$ cat src/rtl/icm_pkg.sv
// Shared types and constants for the intervalometer controller.
// Used by icm_step, intervalometer_controller and icm_checker; depends on nothing.
`default_nettype none

package icm_pkg;

  localparam int unsigned TimeW   = 32;
  localparam int unsigned CountW  = 16;
  localparam int unsigned TicksW  = 8;
  localparam int unsigned CfgIdxW = 3;
  localparam int unsigned CfgDataW = 32;

  localparam logic [TimeW-1:0]  IntervalMsRst   = TimeW'(5000);
  localparam logic [CountW-1:0] ShotCountRst    = CountW'(5);
  localparam logic [TimeW-1:0]  BulbDurationRst = TimeW'(10000);
  localparam logic [CountW-1:0] DebounceMsRst   = CountW'(200);
  localparam logic [CountW-1:0] MinPressMsRst   = CountW'(500);

  typedef enum logic [CfgIdxW-1:0] {
    CFG_INTERVAL_MS   = 3'd0,
    CFG_SHOT_COUNT    = 3'd1,
    CFG_BULB_DURATION = 3'd2,
    CFG_MUTE          = 3'd3,
    CFG_BULB_SEL      = 3'd4,
    CFG_DEBOUNCE_MS   = 3'd5,
    CFG_MIN_PRESS_MS  = 3'd6
  } cfg_idx_e;

  typedef enum logic [1:0] {
    BEEP_NONE  = 2'd0,
    BEEP_RUN   = 2'd1,
    BEEP_IDLE  = 2'd2,
    BEEP_SHOT  = 2'd3
  } beep_e;

  typedef struct packed {
    logic [TimeW-1:0]  interval_ms;
    logic [CountW-1:0] shot_count;
    logic [TimeW-1:0]  bulb_duration_ms;
    logic              mute;
    logic              bulb_sel;
    logic [CountW-1:0] debounce_ms;
    logic [CountW-1:0] min_press_ms;
  } cfg_t;

  typedef struct packed {
    logic [TicksW-1:0] ticks_elapsed;
    logic              button_held;
    logic              button_pressed;
    logic              fire_request;
  } item_t;

  typedef struct packed {
    logic              running;
    logic [TimeW-1:0]  clock_ms;
    logic [TimeW-1:0]  last_change_time;
    logic [TimeW-1:0]  press_time;
    logic [TimeW-1:0]  last_shot_time;
    logic [TimeW-1:0]  bulb_start_time;
    logic              bulb_done;
    logic              request_pending;
    logic [CountW-1:0] shot_counter;
    logic [TimeW-1:0]  remaining_time;
  } state_t;

  typedef struct packed {
    logic              run_state;
    logic              fire_start;
    logic              fire_long;
    logic              shutter_release;
    logic              shutter_hold;
    beep_e             beep;
    logic [CountW-1:0] shots_taken;
    logic [TimeW-1:0]  time_remaining_ms;
  } result_t;

endpackage

`default_nettype wire

$ cat src/rtl/intervalometer_controller.sv
// An accepted input item is registered in item_q; its result is then registered in res_q.
// Throughput: one item per cycle unless out_ready_i stalls; the state update for an item
// completes in the single combinational pass between the item and result registers.
// Reset (rst_ni low, async): idle, clock and all times zero, config to defaults, no valid.
// Depends on icm_pkg and icm_step.
`default_nettype none

module intervalometer_controller (
  input  wire logic                          clk_i,
  input  wire logic                          rst_ni,
  input  wire logic                          cfg_we_i,
  input  wire logic [icm_pkg::CfgIdxW-1:0]   cfg_index_i,
  input  wire logic [icm_pkg::CfgDataW-1:0]  cfg_data_i,
  input  wire logic                          in_valid_i,
  output logic                               in_ready_o,
  input  wire logic [icm_pkg::TicksW-1:0]    ticks_elapsed_i,
  input  wire logic                          button_held_i,
  input  wire logic                          button_pressed_i,
  input  wire logic                          fire_request_i,
  output logic                               out_valid_o,
  input  wire logic                          out_ready_i,
  output logic                               run_state_o,
  output logic                               fire_start_o,
  output logic                               fire_long_o,
  output logic                               shutter_release_o,
  output logic                               shutter_hold_o,
  output logic [1:0]                         beep_o,
  output logic [icm_pkg::CountW-1:0]         shots_taken_o,
  output logic [icm_pkg::TimeW-1:0]          time_remaining_ms_o
);

  icm_pkg::cfg_t    cfg_q;
  icm_pkg::item_t   item_q;
  logic             item_valid_q;
  icm_pkg::state_t  state_q, state_d;
  icm_pkg::result_t res_q, res_d;
  logic             out_valid_q;
  logic             advance;

  // configuration writes
  always_ff @(posedge clk_i or negedge rst_ni) begin
    if (!rst_ni) begin
      cfg_q.interval_ms      <= icm_pkg::IntervalMsRst;
      cfg_q.shot_count       <= icm_pkg::ShotCountRst;
      cfg_q.bulb_duration_ms <= icm_pkg::BulbDurationRst;
      cfg_q.mute             <= 1'b0;
      cfg_q.bulb_sel         <= 1'b0;
      cfg_q.debounce_ms      <= icm_pkg::DebounceMsRst;
      cfg_q.min_press_ms     <= icm_pkg::MinPressMsRst;
    end else if (cfg_we_i) begin
      unique case (icm_pkg::cfg_idx_e'(cfg_index_i))
        icm_pkg::CFG_INTERVAL_MS:   cfg_q.interval_ms      <= cfg_data_i;
        icm_pkg::CFG_SHOT_COUNT:    cfg_q.shot_count       <= cfg_data_i[icm_pkg::CountW-1:0];
        icm_pkg::CFG_BULB_DURATION: cfg_q.bulb_duration_ms <= cfg_data_i;
        icm_pkg::CFG_MUTE:          cfg_q.mute             <= cfg_data_i[0];
        icm_pkg::CFG_BULB_SEL:      cfg_q.bulb_sel         <= cfg_data_i[0];
        icm_pkg::CFG_DEBOUNCE_MS:   cfg_q.debounce_ms      <= cfg_data_i[icm_pkg::CountW-1:0];
        icm_pkg::CFG_MIN_PRESS_MS:  cfg_q.min_press_ms     <= cfg_data_i[icm_pkg::CountW-1:0];
        default: ;
      endcase
    end
  end

  // item moves to the result register when that register is free or being drained
  assign advance    = !out_valid_q || out_ready_i;
  assign in_ready_o = !item_valid_q || advance;

  always_ff @(posedge clk_i or negedge rst_ni) begin
    if (!rst_ni) begin
      item_valid_q <= 1'b0;
    end else if (in_ready_o) begin
      item_valid_q <= in_valid_i;
    end
  end

  always_ff @(posedge clk_i) begin
    if (in_ready_o && in_valid_i) begin
      item_q.ticks_elapsed  <= ticks_elapsed_i;
      item_q.button_held    <= button_held_i;
      item_q.button_pressed <= button_pressed_i;
      item_q.fire_request   <= fire_request_i;
    end
  end

  icm_step u_step (
    .cfg_i   (cfg_q),
    .item_i  (item_q),
    .state_i (state_q),
    .state_o (state_d),
    .res_o   (res_d)
  );

  always_ff @(posedge clk_i or negedge rst_ni) begin
    if (!rst_ni) begin
      state_q     <= '0;
      out_valid_q <= 1'b0;
    end else if (item_valid_q && advance) begin
      state_q     <= state_d;
      out_valid_q <= 1'b1;
    end else if (out_ready_i) begin
      out_valid_q <= 1'b0;
    end
  end

  always_ff @(posedge clk_i) begin
    if (item_valid_q && advance) begin
      res_q <= res_d;
    end
  end

  assign out_valid_o         = out_valid_q;
  assign run_state_o         = res_q.run_state;
  assign fire_start_o        = res_q.fire_start;
  assign fire_long_o         = res_q.fire_long;
  assign shutter_release_o   = res_q.shutter_release;
  assign shutter_hold_o      = res_q.shutter_hold;
  assign beep_o              = res_q.beep;
  assign shots_taken_o       = res_q.shots_taken;
  assign time_remaining_ms_o = res_q.time_remaining_ms;

endmodule

`default_nettype wire

$ cat src/rtl/icm_step.sv
// One main-loop pass: update rule then action rule, purely combinational.
// Depends on icm_pkg for the config, item, state and result structs.
`default_nettype none

module icm_step (
  input  wire icm_pkg::cfg_t    cfg_i,
  input  wire icm_pkg::item_t   item_i,
  input  wire icm_pkg::state_t  state_i,
  output icm_pkg::state_t       state_o,
  output icm_pkg::result_t      res_o
);

  always_comb begin
    icm_pkg::state_t        s;
    icm_pkg::beep_e         bp;
    logic                   fs;
    logic                   fl;
    logic                   rel;
    logic                   hold;
    logic                   toggle;
    logic                   long_press;
    logic [icm_pkg::TimeW-1:0] el;

    s    = state_i;
    bp   = icm_pkg::BEEP_NONE;
    fs   = 1'b0;
    fl   = 1'b0;
    rel  = 1'b0;
    hold = 1'b0;
    el   = '0;

    if (item_i.button_pressed) begin
      s.press_time = s.clock_ms;
    end
    if (item_i.fire_request) begin
      s.request_pending = 1'b1;
    end
    s.clock_ms = s.clock_ms + icm_pkg::TimeW'(item_i.ticks_elapsed);

    toggle = item_i.button_held &&
             ((s.clock_ms - s.last_change_time) > icm_pkg::TimeW'(cfg_i.debounce_ms));
    long_press = (s.clock_ms - s.press_time) >= icm_pkg::TimeW'(cfg_i.min_press_ms);

    // update rule
    if (!s.running) begin
      if (toggle) begin
        if (long_press) begin
          s.last_shot_time   = s.clock_ms;
          s.last_change_time = s.clock_ms;
          s.press_time       = s.clock_ms;
          bp                 = icm_pkg::BEEP_RUN;
          s.running          = 1'b1;
        end
      end else begin
        s.last_shot_time = s.clock_ms;
      end
    end else begin
      if (toggle && long_press) begin
        s.last_shot_time   = s.clock_ms;
        s.last_change_time = s.clock_ms;
        s.press_time       = s.clock_ms;
        s.shot_counter     = '0;
        if (cfg_i.bulb_sel) begin
          rel = 1'b1;
        end
        bp        = icm_pkg::BEEP_IDLE;
        s.running = 1'b0;
      end
      if (!cfg_i.bulb_sel) begin
        if ((s.clock_ms - s.last_shot_time) >= cfg_i.interval_ms) begin
          s.last_shot_time  = s.clock_ms;
          s.request_pending = 1'b1;
        end
        if (s.shot_counter >= cfg_i.shot_count) begin
          s.request_pending = 1'b0;
          s.shot_counter    = '0;
          bp                = icm_pkg::BEEP_IDLE;
          s.running         = 1'b0;
        end
      end else if (!s.bulb_done) begin
        // bulb exposure not started yet: stays running
        s.running         = 1'b1;
        s.request_pending = 1'b1;
      end
    end

    // action rule
    if (!s.running) begin
      if (s.request_pending) begin
        s.request_pending = 1'b0;
        if (!cfg_i.bulb_sel) begin
          bp = icm_pkg::BEEP_SHOT;
          fs = 1'b1;
        end else begin
          s.bulb_start_time = s.clock_ms;
          hold              = 1'b1;
        end
      end
    end else if (!cfg_i.bulb_sel) begin
      if (s.request_pending) begin
        s.request_pending = 1'b0;
        bp                = icm_pkg::BEEP_SHOT;
        fs                = 1'b1;
        s.shot_counter    = s.shot_counter + icm_pkg::CountW'(1);
      end
      el = s.clock_ms - s.last_shot_time;
      s.remaining_time = (cfg_i.interval_ms > el) ? (cfg_i.interval_ms - el) : '0;
    end else begin
      if (!s.bulb_done) begin
        s.request_pending = 1'b0;
        fs                = 1'b1;
        fl                = 1'b1;
        s.bulb_start_time = s.clock_ms;
        s.bulb_done       = 1'b1;
      end
      el = s.clock_ms - s.bulb_start_time;
      // saturate at zero rather than wrap
      s.remaining_time = (cfg_i.bulb_duration_ms > el) ? (cfg_i.bulb_duration_ms - el) : '0;
      if (el > cfg_i.bulb_duration_ms) begin
        s.bulb_done = 1'b0;
        rel         = 1'b1;
        bp          = icm_pkg::BEEP_IDLE;
        s.running   = 1'b0;
      end
    end

    state_o                 = s;
    res_o.run_state         = s.running;
    res_o.fire_start        = fs;
    res_o.fire_long         = fl;
    res_o.shutter_release   = rel;
    res_o.shutter_hold      = hold;
    res_o.beep              = cfg_i.mute ? icm_pkg::BEEP_NONE : bp;
    res_o.shots_taken       = s.shot_counter;
    res_o.time_remaining_ms = s.remaining_time;
  end

endmodule

`default_nettype wire

$ cat config.mk
export PLATFORM = sky130hd
export DESIGN_NAME = intervalometer_controller
export DESIGN_NICKNAME = d
export VERILOG_FILES = /design/src/rtl/icm_pkg.sv /design/src/rtl/intervalometer_controller.sv /design/src/rtl/icm_step.sv
export SDC_FILE = /design/constraint.sdc
export NUM_CORES = 1
export LEC_CHECK = 0
export ABC_AREA = 1
export BUFFER_PORTS_ARGS = -buffer_cell sky130_fd_sc_hd__clkbuf_2
export CELL_PAD_IN_SITES_DETAIL_PLACEMENT = 1
export CELL_PAD_IN_SITES_GLOBAL_PLACEMENT = 1
export CORE_AREA = 4 4 271 273
export DETAILED_ROUTE_END_ITERATION = 10
export DIE_AREA = 0 0 275 277
export PLACE_DENSITY_LB_ADDON = 0.1
export SLEW_MARGIN = 20
export SYNTH_ARGS = -nofsm -noshare
export SYNTH_HDL_FRONTEND = slang
export SYNTH_HIERARCHICAL = 1
export SYNTH_SLANG_ARGS = --single-unit
$ cat constraint.sdc
create_clock -name clk_i -period 28 [get_ports clk_i]
set_input_delay 5.6 -clock clk_i [delete_from_list [all_inputs] [get_ports clk_i]]
set_output_delay 5.6 -clock clk_i [all_outputs]
set_load 0.005 [all_outputs]
# Word-level counts from Yosys, hierarchy flattened
# Index checks and enable logic that the tools add are counted.
# word_totals
ff_bits	393
in_bits	51
# classes
bitwise	1
n_addsub	9
n_eq_ne	9
n_mux	70
reduce_logical	25
n_lt_le_gt_ge	7
# ops
operator	count
96-bit 2-to-1 mux	4
32-bit 2-to-1 mux	10
32-bit subtractor	7
34-bit 2-to-1 mux	3
32-bit greater-than comparator	3
16-bit 2-to-1 mux	5
64-bit 2-to-1 mux	1
48-bit 2-to-1 mux	1
17-bit 2-to-1 mux	2
33-bit 2-to-1 mux	1
32-bit by 8-bit adder with 32-bit output	1
32-bit by 16-bit greater-or-equal comparator with 1-bit output	1
32-bit greater-or-equal comparator	1
32-bit by 16-bit greater-than comparator with 1-bit output	1
1-bit 2-to-1 mux	32
2-bit 2-to-1 mux	11
16-bit by 1-bit adder with 16-bit output (second input constant)	1
16-bit greater-or-equal comparator	1
2-bit AND reduction	8
3-bit equality test (second input constant)	3
4-bit AND reduction	2
2-bit nonzero test	4
3-bit by 2-bit equality test with 1-bit output (second input constant)	2
1-bit logical AND	4
9 further kinds	12

# Longest topological paths before layout
# logic_depth
ltp_word	21
ltp_mapped	101

# Modules after synthesis
# Netlist, hierarchy kept.
# by_module_without_submodules
module	area_each_um2	cells_each	n_inst	seq_area_each_um2
icm_step	20394.6	3771	1	0.0
intervalometer_controller	14865.5	1496	1	10191.0

# Least setup slack after synthesis
# OpenSTA, ideal clock, no wires.
# synth_timing
path_kind	flip-flop to flip-flop
start	reg state_q[178] (netlist bit)
end	reg state_q[10] (netlist bit)
t_arrival_ps	13518
path_slack_ps	14365
path_stages_with_launch	93
setup_ps	117
period_less_slack_ps	13635
path_buffers	8
required_time_ps	27883
path_cell_list	dfrtp_1 > ha_1 > inv_1 > fa_1 > inv_1 > nand3_1 > nand3_2 > nand2_2 > nor3_1 > xor2_1 > inv_1 > ha_1 > a21oi_1 > nand2_1 > inv_1 > nand2_2 > xor2_1 > ha_1 > [57 not listed] > o21ai_0 > xnor2_1 > ha_1 > inv_1 > nor3_1 > inv_1 > nor3_1 > nand2_1 > o41ai_1 > nor2_1 > inv_1 > clkbuf_1 > o22ai_1 > nand2_1 > nand2_1 > buf_4 > nand3_1 > nand2_1
# synth_rtl
element	line_no	rtl
from (decl)	intervalometer_controller.sv:35	icm_pkg::state_t state_q, state_d;
from (signal assigned)	intervalometer_controller.sv:98	state_q <= state_d;

==> flow_summary.ini <==
[sta]
setup_viol = 0
worst_slew_pin_slew_ns = 1.05
clock_skew_ns = 0.0293
fin_crit_ns = 18.26
final-hold-violation-count = 0
fin_setup_tns_ns = 0
rsz0062_at_grt = no
finalWorstSetupSlack_ns = 9.74
period_share = 0.652
max_freq_mhz = 54.8
slew_headroom = 0.298
drv_slew = 0

[cts]
clock-sinks = 393
clk_path_buf_depth = 3
cts-root-buf = clkbuf_16
clk_pin_slew_worst_paths_ns = 0.06
h-tree-depth = 2
cts_made_buffers = 48
ctsHoldBuffers = 0
tritoncts = done
clock_latency_ns = 0.62
postCtsSetupBuffers = 0
post_cts_resize_count = 0

[floorplanning]
ios = 108
rows = 98
floorplan.initialDensity = 0.496
dieArea_um2 = 76200
die_x_um = 275
core_um2 = 71100
die_h_um = 277

[finish]
multiInputGateArea_um2 = 21500
seqCellArea_um2 = 10200
syn_to_final_growth_pct = 7.15
post-route-util = 0.531
drive_gt1_frac = 0.0706
final_net_count = 5577
fillers = 9577

[global_routing]
grt-ovfl-total = 0
grt_pass1_vias = 36700
grt_pass1_wl_mm = 206
grt_start_max_net_pins = 161
track_usage = 0.341
antenna_found_initial = 3

[drt]
drt-total-wl_mm = 132
drtAntennaViolNets = 0
drcViolationCount = 0
vias_per_cell = 5.79
dr_total_vias = 36000
dr.pass1.iters = 6
drt_iter0_drc = 2634
wire_per_inst_um = 21.3

[worst_setup_path]
path_common_cell = nand2_1
r2r_setup_slack_ns = 9.74
critPathSlowestCell = nor3_1
critPathBufInv = 13
critPathLaunchType = flip-flop
worst-r2r-cell-count = 87
r2r_end = state_q[27]
cpLargestDelayFamily = simple AND/OR/NAND/NOR gates
crit_path_end_kind = flip-flop
r2r-start = state_q[178]
cp.arrival_ns = 18.74
path_class = reg -> reg
cp.required_ns = 28.48
worstPathMaxFanout = 46
max_stage_delay_ns = 0.66

[placed_design]
numPortBuffers = 107
place_congestion = 0.942
place_hpwl_mm = 101
place_ws_ns = 10.17

[yosys]
synth_top_area_frac = 0.217
ys_seq_elements = 393
syn-cell-area_um2 = 35300
synth_edf_count = 66
yosysSeqAreaShare = 0.289
synth_top_cell_by_area = dfrtp_1
async_flop_share = 0.832
ys.flop_type = dfrtp_1
synth.distinct_cells = 65
synth_warnings = 6
synthCells = 5267
synth_common_cells = nand2_1, inv_1, nand3_1, a21oi_1, dfrtp_1
syn_avg_cell_area_um2 = 6.69
yosysMostFrequentCell = nand2_1
synthTopCellsByArea = dfrtp_1, nand2_1, ha_1
syn_nets = 5611

[min_path]
holdPathStages = 2
worstHoldStart = cfg_q[44]
hp-class = reg -> reg
whs_endpoint = cfg_q[44]

[flow_run]
cap_violations = 0

[status]
status = completed
==> per-layer routing <==
| layer | global-route usage | up-vias | share of wire |
|---|---|---|---|
| li1 | - | 17100 | - |
| met1 | 0.469 | 17700 | 0.44 |
| met2 | 0.549 | 1034 | 0.46 |
| met3 | 0.0577 | 217 | 0.067 |
| met4 | 0.105 | 2 | 0.033 |
| met5 | 0 | - | 0.000068 |
==> kinds of logic (layout without fill, tap and decap cells) <==
| logic type | Yosys count | count (layout) | synth area share |
|---|---|---|---|
| compound gates | 825 | 825 | 0.131 |
| mux | 12 | 12 | 0.00344 |
| other cells | 0 | 2 | 0 |
| fa+ha+maj | 293 | 293 | 0.105 |
| xor+xnor | 178 | 178 | 0.0442 |
| buf+inv | 868 | 872 | 0.103 |
| simple gates | 2698 | 2698 | 0.324 |
| flops | 393 | 393 | 0.289 |
==> flip-flops by register name, indices dropped and copies added, names as in the netlist <==
name                 flops
state_q                211
cfg_q                  114
time_remaining_ms_o     32
shots_taken_o           16
item_q                  11
beep_o                   2
fire_long_o              1
fire_start_o             1
item_valid_q             1
out_valid_o              1
run_state_o              1
shutter_hold_o           1
shutter_release_o        1
==> worst reg2reg max path: cells and delay by family (launching register included) <==
kind,cells,cell delay (ns)
adders and majority gates,8,2.84
DFF,1,0.37
and+or+nand+nor,38,6.36
AOI/OAI and AO/OA,24,5.03
xor gates and xnor gates,4,0.95
buffers and inverters,13,2.59
==> through the flow <==
step,instances,hold WS (ns),area [um^2]
finish,6223,0.467,37800
global route,6221,0.489,37800
CTS,6221,0.468,37800
detailed placement,6133,0.454,36100
global placement,6133,0.448,36100
floorplan,5267,0.437,35300
==> cell usage in the layout (no fill, tap or decap), drive strengths merged, types with 16 or more instances in the layout <==
cell,count
ha,286
o21ai,314
inv,639
a21oi,321
a31oi,22
nand3,510
nor3,59
xor2,119
clkbuf,172
buf,39
dfstp,21
xnor2,59
edfxtp,66
nand4,47
o21bai,16
o211ai,66
nand2,1761
a21boi,16
dfrtp,306
nor2,293
==> cell type report <==
cell class | count | area share
antenna | 2 | 0.000132
clock buffer | 66 | 0.0355
clock inverter | 22 | 0.00828
inverter | 639 | 0.0635
multi-input combinational | 4006 | 0.569
sequential | 393 | 0.270
tap | 950 | 0.0315
timing repair buffer | 145 | 0.0227
==> worst max path at each step <==
stage / startpoint / endpoint / slack [ns] / cells past startpoint
4_1_cts: state_q[178] / state_q[23] / 10.09 / 86
2_1_floorplan: state_q[178] / state_q[10] / 14.37 / 92
3_3_place_gp: state_q[178] / time_remaining_ms_o[23] / 10.69 / 88
3_5_place_dp: state_q[178] / state_q[10] / 10.17 / 91
5_1_grt: state_q[178] / state_q[26] / 8.43 / 91
6_report: state_q[178] / state_q[27] / 9.74 / 87
Power is left out: the tool's default activity adds up to more than one toggle a clock period on the data nets, which glitch-free logic cannot reach.
